## src/hw/rtl/arqtm_pkg.sv

```systemverilog
// ----------------------------------------------------------------------------
// ARQ transaction manager package
// Types, codes and helpers shared by the front, queue and back modules.
// ----------------------------------------------------------------------------
package arqtm_pkg;

	// Command codes of an input word.
	typedef enum logic [1:0] {
		CMD_TX    = 2'd0,
		CMD_FB    = 2'd1,
		CMD_POLL  = 2'd2,
		CMD_CLEAR = 2'd3
	} cmd_t;

	// Feedback message classes.
	localparam logic [1:0] CLS_ACK  = 2'd0;
	localparam logic [1:0] CLS_NACK = 2'd1;

	// Result status codes.
	localparam logic [3:0] ST_OK            = 4'd0;
	localparam logic [3:0] ST_BUSY          = 4'd1;
	localparam logic [3:0] ST_TX_SEQ_MISM   = 4'd2;
	localparam logic [3:0] ST_NOT_WAITING   = 4'd3;
	localparam logic [3:0] ST_BAD_FRAME     = 4'd4;
	localparam logic [3:0] ST_FB_SEQ_MISM   = 4'd5;
	localparam logic [3:0] ST_NACK_EXHAUST  = 4'd6;
	localparam logic [3:0] ST_COMPLETED     = 4'd7;
	localparam logic [3:0] ST_RETRY_NACK    = 4'd8;
	localparam logic [3:0] ST_RETRY_TIMEOUT = 4'd9;
	localparam logic [3:0] ST_TIMEOUT_FAIL  = 4'd10;

	// Transaction state codes as shown on the result word.
	localparam logic [2:0] TXN_IDLE  = 3'd0;
	localparam logic [2:0] TXN_WAIT  = 3'd1;
	localparam logic [2:0] TXN_RETRY = 3'd2;
	localparam logic [2:0] TXN_DONE  = 3'd3;
	localparam logic [2:0] TXN_FAIL  = 3'd4;

	// Configuration register indexes.
	localparam logic CFG_ACK_TIMEOUT = 1'b0;
	localparam logic CFG_RETRY_LIMIT = 1'b1;

	// Configuration defaults, also used when zero is written.
	localparam logic [31:0] ACK_TIMEOUT_DEFAULT = 32'd20000;
	localparam logic [7:0]  RETRY_LIMIT_DEFAULT = 8'd1;

	// Attempt counter saturation value.
	localparam logic [8:0] ATTEMPT_MAX = 9'd511;

	// Depth of the queue between front and back.
	localparam int QDEPTH = 2;
	localparam int QPTR_W = (QDEPTH > 1) ? $clog2(QDEPTH) : 1;
	localparam int QCNT_W = $clog2(QDEPTH + 1);

	// Transaction phase, one-hot.
	typedef enum logic [4:0] {
		PH_IDLE  = 5'b00001,
		PH_WAIT  = 5'b00010,
		PH_RETRY = 5'b00100,
		PH_DONE  = 5'b01000,
		PH_FAIL  = 5'b10000
	} phase_t;

	// Classified word travelling from the front to the back.
	typedef struct packed {
		cmd_t        cmd;
		logic [15:0] tx_seq;
		logic [63:0] now_time;
		logic        fb_bad;
		logic        fb_nack;
		logic [15:0] fb_seq;
	} entry_t;

	// Result word held in the output register.
	typedef struct packed {
		logic [3:0] status;
		logic       retry_due;
		logic       failed;
		logic [2:0] txn_state;
	} result_t;

	// Maps the one-hot phase to its numeric state code.
	function automatic logic [2:0] phase_code(input phase_t ph);
		logic [2:0] code;
		unique case (ph)
			PH_IDLE:  code = TXN_IDLE;
			PH_WAIT:  code = TXN_WAIT;
			PH_RETRY: code = TXN_RETRY;
			PH_DONE:  code = TXN_DONE;
			PH_FAIL:  code = TXN_FAIL;
			default:  code = TXN_IDLE;
		endcase
		return code;
	endfunction

endpackage

```

## src/hw/rtl/arqtm_front.sv

```systemverilog
// ----------------------------------------------------------------------------
// ARQ transaction manager front
// Decodes the command and checks the feedback frame before queueing.
// ----------------------------------------------------------------------------
module arqtm_front #(
	parameter int ACK_PAYLOAD_LEN = 3
) (
	input  logic              in_valid,
	output logic              in_ready,
	input  logic [1:0]        command,
	input  logic [15:0]       tx_seq,
	input  logic [63:0]       now_time,
	input  logic [1:0]        fb_msg_class,
	input  logic [15:0]       fb_payload_len,
	input  logic [7:0]        fb_seq_low,
	input  logic [7:0]        fb_seq_high,
	output logic              push,
	output arqtm_pkg::entry_t push_entry,
	input  logic              q_full
);

	localparam logic [15:0] MinLen = 16'(ACK_PAYLOAD_LEN);

	// A word is taken whenever the queue has a free slot.
	assign in_ready = !q_full;
	assign push     = in_valid && !q_full;

	// Frame checks: unknown class or short payload is a bad frame.
	always_comb begin
		push_entry.cmd      = arqtm_pkg::cmd_t'(command);
		push_entry.tx_seq   = tx_seq;
		push_entry.now_time = now_time;
		push_entry.fb_bad   = (fb_msg_class != arqtm_pkg::CLS_ACK &&
			fb_msg_class != arqtm_pkg::CLS_NACK) || (fb_payload_len < MinLen);
		push_entry.fb_nack  = (fb_msg_class == arqtm_pkg::CLS_NACK);
		push_entry.fb_seq   = {fb_seq_high, fb_seq_low};
	end

endmodule

```

## src/hw/rtl/arqtm_queue.sv

```systemverilog
// ----------------------------------------------------------------------------
// ARQ transaction manager queue
// Short FIFO of classified words between the front and the back.
// ----------------------------------------------------------------------------
module arqtm_queue (
	input  logic              clk,
	input  logic              arst_n,
	input  logic              push,
	input  arqtm_pkg::entry_t push_entry,
	output logic              full,
	input  logic              pop,
	output logic              head_valid,
	output arqtm_pkg::entry_t head_entry
);

	arqtm_pkg::entry_t                 mem_q [arqtm_pkg::QDEPTH];
	logic [arqtm_pkg::QPTR_W-1:0]      wr_ptr_q;
	logic [arqtm_pkg::QPTR_W-1:0]      rd_ptr_q;
	logic [arqtm_pkg::QCNT_W-1:0]      count_q;

	localparam logic [arqtm_pkg::QPTR_W-1:0] PtrLast = arqtm_pkg::QPTR_W'(arqtm_pkg::QDEPTH - 1);
	localparam logic [arqtm_pkg::QCNT_W-1:0] CntFull = arqtm_pkg::QCNT_W'(arqtm_pkg::QDEPTH);

	assign full       = (count_q == CntFull);
	assign head_valid = (count_q != '0);
	assign head_entry = mem_q[rd_ptr_q];

	// Storage is written at the tail.
	always_ff @(posedge clk) begin
		if (push) begin
			mem_q[wr_ptr_q] <= push_entry;
		end
	end

	// Pointers and fill count.
	always_ff @(posedge clk or negedge arst_n) begin
		if (!arst_n) begin
			wr_ptr_q <= '0;
			rd_ptr_q <= '0;
			count_q  <= '0;
		end else begin
			if (push) begin
				wr_ptr_q <= (wr_ptr_q == PtrLast) ? '0 : wr_ptr_q + 1'b1;
			end
			if (pop) begin
				rd_ptr_q <= (rd_ptr_q == PtrLast) ? '0 : rd_ptr_q + 1'b1;
			end
			if (push && !pop) begin
				count_q <= count_q + 1'b1;
			end else if (pop && !push) begin
				count_q <= count_q - 1'b1;
			end
		end
	end

endmodule

```

## src/hw/rtl/arqtm_back.sv

```systemverilog
// ----------------------------------------------------------------------------
// ARQ transaction manager back
// Runs the transaction state machine and holds the result register.
// ----------------------------------------------------------------------------
module arqtm_back (
	input  logic              clk,
	input  logic              arst_n,
	input  logic              cfg_wr_en,
	input  logic              cfg_index,
	input  logic [31:0]       cfg_wdata,
	input  logic              head_valid,
	input  arqtm_pkg::entry_t head_entry,
	output logic              pop,
	output logic              out_valid,
	input  logic              out_ready,
	output arqtm_pkg::result_t result
);

	logic [31:0]        ack_timeout_q;
	logic [7:0]         retry_limit_q;
	arqtm_pkg::phase_t  phase_q, phase_d;
	logic [15:0]        pending_seq_q, pending_seq_d;
	logic [8:0]         attempt_q, attempt_d;
	logic [63:0]        last_send_q, last_send_d;
	logic [63:0]        elapsed;
	logic               timed_out;
	logic               retries_left;
	arqtm_pkg::result_t res_d;
	arqtm_pkg::result_t res_q;
	logic               out_valid_q;

	// A word is processed when the result register is free or being drained.
	assign pop       = head_valid && (!out_valid_q || out_ready);
	assign out_valid = out_valid_q;
	assign result    = res_q;

	// Configuration registers; a written zero selects the default.
	always_ff @(posedge clk or negedge arst_n) begin
		if (!arst_n) begin
			ack_timeout_q <= arqtm_pkg::ACK_TIMEOUT_DEFAULT;
			retry_limit_q <= arqtm_pkg::RETRY_LIMIT_DEFAULT;
		end else if (cfg_wr_en) begin
			unique case (cfg_index)
				arqtm_pkg::CFG_ACK_TIMEOUT: begin
					ack_timeout_q <= (cfg_wdata == '0) ? arqtm_pkg::ACK_TIMEOUT_DEFAULT
						: cfg_wdata;
				end
				arqtm_pkg::CFG_RETRY_LIMIT: begin
					retry_limit_q <= (cfg_wdata[7:0] == '0) ? arqtm_pkg::RETRY_LIMIT_DEFAULT
						: cfg_wdata[7:0];
				end
				default: begin
				end
			endcase
		end
	end

	// Timeout test with wrapping 64-bit subtraction.
	assign elapsed      = head_entry.now_time - last_send_q;
	assign timed_out    = (elapsed >= {32'd0, ack_timeout_q});
	assign retries_left = (attempt_q <= {1'b0, retry_limit_q});

	// Next transaction state and result for the word at the queue head.
	always_comb begin
		phase_d         = phase_q;
		pending_seq_d   = pending_seq_q;
		attempt_d       = attempt_q;
		last_send_d     = last_send_q;
		res_d.status    = arqtm_pkg::ST_OK;
		res_d.retry_due = 1'b0;
		res_d.failed    = 1'b0;
		unique case (head_entry.cmd)
			arqtm_pkg::CMD_TX: begin
				if (phase_q == arqtm_pkg::PH_WAIT) begin
					res_d.status = arqtm_pkg::ST_BUSY;
				end else if (phase_q == arqtm_pkg::PH_RETRY &&
					head_entry.tx_seq != pending_seq_q) begin
					res_d.status = arqtm_pkg::ST_TX_SEQ_MISM;
				end else begin
					if (phase_q == arqtm_pkg::PH_RETRY) begin
						if (attempt_q != arqtm_pkg::ATTEMPT_MAX) begin
							attempt_d = attempt_q + 9'd1;
						end
					end else begin
						pending_seq_d = head_entry.tx_seq;
						attempt_d     = 9'd1;
					end
					last_send_d = head_entry.now_time;
					phase_d     = arqtm_pkg::PH_WAIT;
				end
			end
			arqtm_pkg::CMD_FB: begin
				if (phase_q != arqtm_pkg::PH_WAIT) begin
					res_d.status = arqtm_pkg::ST_NOT_WAITING;
				end else if (head_entry.fb_bad) begin
					res_d.status = arqtm_pkg::ST_BAD_FRAME;
				end else if (head_entry.fb_seq != pending_seq_q) begin
					res_d.status = arqtm_pkg::ST_FB_SEQ_MISM;
				end else if (!head_entry.fb_nack) begin
					phase_d      = arqtm_pkg::PH_DONE;
					res_d.status = arqtm_pkg::ST_COMPLETED;
				end else if (!retries_left) begin
					phase_d      = arqtm_pkg::PH_FAIL;
					res_d.status = arqtm_pkg::ST_NACK_EXHAUST;
				end else begin
					phase_d      = arqtm_pkg::PH_RETRY;
					res_d.status = arqtm_pkg::ST_RETRY_NACK;
				end
			end
			arqtm_pkg::CMD_POLL: begin
				if (phase_q == arqtm_pkg::PH_WAIT && timed_out) begin
					if (retries_left) begin
						phase_d         = arqtm_pkg::PH_RETRY;
						res_d.retry_due = 1'b1;
						res_d.status    = arqtm_pkg::ST_RETRY_TIMEOUT;
					end else begin
						phase_d      = arqtm_pkg::PH_FAIL;
						res_d.failed = 1'b1;
						res_d.status = arqtm_pkg::ST_TIMEOUT_FAIL;
					end
				end
			end
			arqtm_pkg::CMD_CLEAR: begin
				phase_d       = arqtm_pkg::PH_IDLE;
				pending_seq_d = '0;
				attempt_d     = '0;
				last_send_d   = '0;
			end
			default: begin
			end
		endcase
		res_d.txn_state = arqtm_pkg::phase_code(phase_d);
	end

	// Transaction state registers.
	always_ff @(posedge clk or negedge arst_n) begin
		if (!arst_n) begin
			phase_q       <= arqtm_pkg::PH_IDLE;
			pending_seq_q <= '0;
			attempt_q     <= '0;
			last_send_q   <= '0;
		end else if (pop) begin
			phase_q       <= phase_d;
			pending_seq_q <= pending_seq_d;
			attempt_q     <= attempt_d;
			last_send_q   <= last_send_d;
		end
	end

	// Result register valid flag.
	always_ff @(posedge clk or negedge arst_n) begin
		if (!arst_n) begin
			out_valid_q <= 1'b0;
		end else if (pop) begin
			out_valid_q <= 1'b1;
		end else if (out_ready) begin
			out_valid_q <= 1'b0;
		end
	end

	// Result payload.
	always_ff @(posedge clk) begin
		if (pop) begin
			res_q <= res_d;
		end
	end

endmodule

```

## src/hw/rtl/ack_retry_transaction_manager_top.sv

```systemverilog
// A word accepted on the input is written into the queue; the back registers its result word when it pops the word.
// Throughput: one word per cycle while out_ready drains the result register; the back state
// machine with its 64-bit timeout subtraction settles one word in each such cycle, and a two-word queue decouples it.
// Reset (arst_n low, asynchronous) empties the queue and the result register,
// returns the transaction to idle and restores the configuration defaults.
// ----------------------------------------------------------------------------
// ARQ transaction manager top level
// Stop-and-wait transaction tracker with a retry limit for one pending frame.
// ----------------------------------------------------------------------------
module ack_retry_transaction_manager_top #(
	parameter int ACK_PAYLOAD_LEN = 3
) (
	input  logic        clk,
	input  logic        arst_n,
	input  logic        cfg_wr_en,
	input  logic        cfg_index,
	input  logic [31:0] cfg_wdata,
	input  logic        in_valid,
	output logic        in_ready,
	input  logic [1:0]  command,
	input  logic [15:0] tx_seq,
	input  logic [63:0] now_time,
	input  logic [1:0]  fb_msg_class,
	input  logic [15:0] fb_payload_len,
	input  logic [7:0]  fb_seq_low,
	input  logic [7:0]  fb_seq_high,
	output logic        out_valid,
	input  logic        out_ready,
	output logic [3:0]  status,
	output logic        retry_due,
	output logic        failed,
	output logic [2:0]  txn_state
);

	logic               push;
	logic               q_full;
	logic               pop;
	logic               head_valid;
	arqtm_pkg::entry_t  push_entry;
	arqtm_pkg::entry_t  head_entry;
	arqtm_pkg::result_t result;

	// Front: decode and frame checks.
	arqtm_front #(
		.ACK_PAYLOAD_LEN(ACK_PAYLOAD_LEN)
	) u_front (
		.in_valid       (in_valid),
		.in_ready       (in_ready),
		.command        (command),
		.tx_seq         (tx_seq),
		.now_time       (now_time),
		.fb_msg_class   (fb_msg_class),
		.fb_payload_len (fb_payload_len),
		.fb_seq_low     (fb_seq_low),
		.fb_seq_high    (fb_seq_high),
		.push           (push),
		.push_entry     (push_entry),
		.q_full         (q_full)
	);

	// Queue between the two halves.
	arqtm_queue u_queue (
		.clk        (clk),
		.arst_n     (arst_n),
		.push       (push),
		.push_entry (push_entry),
		.full       (q_full),
		.pop        (pop),
		.head_valid (head_valid),
		.head_entry (head_entry)
	);

	// Back: transaction state machine and result register.
	arqtm_back u_back (
		.clk        (clk),
		.arst_n     (arst_n),
		.cfg_wr_en  (cfg_wr_en),
		.cfg_index  (cfg_index),
		.cfg_wdata  (cfg_wdata),
		.head_valid (head_valid),
		.head_entry (head_entry),
		.pop        (pop),
		.out_valid  (out_valid),
		.out_ready  (out_ready),
		.result     (result)
	);

	assign status    = result.status;
	assign retry_due = result.retry_due;
	assign failed    = result.failed;
	assign txn_state = result.txn_state;

endmodule

```

## config.mk

```make
export PLATFORM = sky130hd
export DESIGN_NAME = ack_retry_transaction_manager_top
export DESIGN_NICKNAME = d
export VERILOG_FILES = /design/src/hw/rtl/arqtm_pkg.sv /design/src/hw/rtl/arqtm_front.sv /design/src/hw/rtl/arqtm_queue.sv /design/src/hw/rtl/arqtm_back.sv /design/src/hw/rtl/ack_retry_transaction_manager_top.sv
export SDC_FILE = /design/constraint.sdc
export NUM_CORES = 1
export LEC_CHECK = 0
export ABC_AREA = 1
export BUFFER_PORTS_ARGS = -buffer_cell sky130_fd_sc_hd__buf_2
export CAP_MARGIN = 20
export CORE_MARGIN = 10
export CORE_UTILIZATION = 50
export DETAILED_ROUTE_END_ITERATION = 10
export PLACE_DENSITY = 0.79
export SLEW_MARGIN = 0
export SYNTH_ARGS = -nofsm -noshare
export SYNTH_HDL_FRONTEND = slang
export SYNTH_SLANG_ARGS = --single-unit
```

## constraint.sdc

```tcl
create_clock -name clk -period 6.2 [get_ports clk]
set_input_delay 1.86 -clock clk [delete_from_list [all_inputs] [get_ports clk]]
set_output_delay 1.86 -clock clk [all_outputs]
set_load 0.005 [all_outputs]
```

==> results.ini <==
[status]
status=finished clean

[placement]
portBuffers=164
globalplace.congestion=1.00
post_dp_cell_area_um2=22200
post-place-ws_ns=1.02
hpwl_mm=45.1

[clocking]
numCtsBuffers=37
cts_hold_buf=0
cts_tree=done
cts.sink_count=348
clock_path_buffers=3
cts-root-buf=clkbuf_16
cts_resized=0
clock_latency_ns=0.59
cts_setup_buffers=0
cts_htree_levels=2
path_clk_slew_ns=0.06

[routing]
avgViaCountPerCell=5.19
drt-total-wl_mm=57.3
vias=17600
wl_per_cell_um=16.9
wl_met2_mm=26.1
drt_iter0_drc=1286
dr.pass1.iters=5
wirelength_met1_mm=26.2
drc=0
highest_layer=met5
wl_met3_mm=3.75
ant_nets=0

[sta]
max_freq_mhz=189
finClkSkew_ns=0.0561
rsz0062_at_grt=false
slew_violations=0
hold_viol_final=0
slew_headroom=0.261
final.min_clock_period_ns=5.30
setup_viol=0
worst_slack_ns=0.901
fin_setup_tns_ns=0
period_share=0.855
whs_ns=0.484
tightest_slew_ns=1.11

[hold_path]
hold_path.class=flop to flop

[floorplan]
fp.dieW_um=224
row_count=74
core_area_um2=41000
start_util=0.508
io_pins=165
die_area_um2=50300
die_y_um=224

[synth]
ys_ff_latch=348
postSynthCellCount=2664
async_reset_ff_frac=0.399
ys.warnings.count=0
syn_area_per_cell_um2=7.83
synthFlopType=edfxtp_1
ys_types=56
synth-seq-area-share=0.468
synth_edf_count=209
syn_nets=2933
synth_area_um2=20800

[worst_setup_path]
worst_ep_arrival_time_ns=5.73
critPathKind=flop to flop
cpMaxStageDelayCell=dfrtp_4
worstSetupStartpointType=flop
crit_fanout=44
cp_top_family=simple AND/OR/NAND/NOR gates
required_ns=6.63
critPathMaxStageDelay_ns=0.66
end_kind=flop
crit_buf_inv=5
crit_top_cell=nand2_1

[layout]
fin_area_um2=23500
drive_above_1_share=0.0952
fillers=3707
area_delta_synth_final_pct=12.9
nNetsFinal=3096

[run]
cap_violations=0

[global_route]
grt_first_pass_wirelength_mm=92.0
antenna_found_initial=2
grt_overflow=0
grt_pass1_vias=17400
grt_max_degree=125
grt_usage=0.229

## through the flow
step / util / cells
global placement: 0.542 / 3320
finish: 0.574 / 3389
floorplan: - / 2664
detailed placement: 0.542 / 3320
global route: 0.574 / 3388
CTS: 0.574 / 3388
## cell usage after synthesis (all sizes together), types with 2 or more instances
library cell,number,area (um2)
nand2,948,3570
inv,461,1730
edfxtp,209,6280
nor2,162,611
nand3,144,721
dfrtp,132,3300
o21ai,128,641
ha,114,1430
a21oi,87,450
xor2,56,490
clkbuf,34,128
nand4,26,169
nor3,25,145
buf,19,110
nor4,15,93.8
o31ai,15,113
mux2i,13,134
nand3b,10,75.1
mux2,9,101
or2,9,58.8
xnor2,8,70.1
dfstp,7,184
o21a,5,37.5
o21bai,5,37.5
a31oi,4,25.0
o22ai,3,18.8
a21boi,2,15.0
and2,2,12.5
or4,2,15.0
## path summary, 6_finish.rpt
| check | startpoint | to | slack (ns) | cells after the start |
|---|---|---|---|---|
| worst max-delay path | u_queue.rd_ptr_q$_DFFE_PN0P_ | u_back.result[0]$_DFFE_PP_ | 0.90 | 32 |
| min in group asynchronous | arst_n | u_queue.wr_ptr_q$_DFFE_PN0P_ | 1.31 | 1 |
| worst min register to register | u_queue.count_q[0]$_DFFE_PN0P_ | u_queue.count_q[0]$_DFFE_PN0P_ | 0.48 | 1 |
| max in group asynchronous | arst_n | u_back.last_send_q[41]$_DFFE_PN0P_ | 3.84 | 2 |
| worst min-delay path | u_queue.count_q[0]$_DFFE_PN0P_ | u_queue.count_q[0]$_DFFE_PN0P_ | 0.48 | 1 |
| worst max register to register | u_queue.rd_ptr_q$_DFFE_PN0P_ | u_back.result[0]$_DFFE_PP_ | 0.90 | 32 |
## placed cells by master, fill, tap and decap left out, drive strengths merged, types with 14 or more instances in the layout
cell type and instances:
nor3 25, edfxtp 209, nor4 15, o31ai 15, nand3 144, o21ai 128
clkinv 14, nand2 948, nor2 162, nand4 26, dfrtp 132, clkbuf 47
inv 463, a21oi 87, buf 177, xor2 56, ha 114
## state kept, by name (all words and copies together), names as in the netlist
register and cells:
u_queue.rd_ptr_q 1, u_back.result 9, u_queue.wr_ptr_q 1, u_back.phase_q 5, u_back.ack_timeout_q 32, u_back.out_valid 1, u_queue.count_q 2, u_back.last_send_q 64
u_back.attempt_q 9, u_back.pending_seq_q 16, u_back.retry_limit_q 8, u_queue.mem_q 200
## layout make-up
type / instances / area, um2 / share of cell area
Antenna cell: 1 / 2.50 / 0.000106
Clock buffer: 47 / 973 / 0.0414
Clock inverter: 21 / 303 / 0.0129
Inverter: 462 / 1730 / 0.0737
Multi-Input combinational cell: 1801 / 9130 / 0.388
Sequential cell: 348 / 9770 / 0.415
Tap cell: 532 / 666 / 0.0283
Timing Repair Buffer: 177 / 950 / 0.0404
## per-layer routing
layer	track usage	vias up
met5	0	-
met4	0.0577	2
met3	0.0425	74
met2	0.368	528
met1	0.312	8203
li1	-	8790
## cells by family (layout without fill, tap and decap cells)
| logic type | after synthesis | in the layout | share of synthesized area |
|---|---|---|---|
| buffers and inverters | 515 | 707 | 0.0946 |
| and+or+nand+nor | 1344 | 1344 | 0.263 |
| xor gates and xnor gates | 64 | 64 | 0.0269 |
| muxes | 22 | 22 | 0.0113 |
| DFF | 348 | 348 | 0.468 |
| adders and majority gates | 115 | 115 | 0.0694 |
| other | 0 | 1 | 0 |
| AOI/OAI and AO/OA | 256 | 256 | 0.0670 |
Power is left out: the tool's default activity adds up to more than one toggle a clock period on the data nets, which glitch-free logic cannot reach.
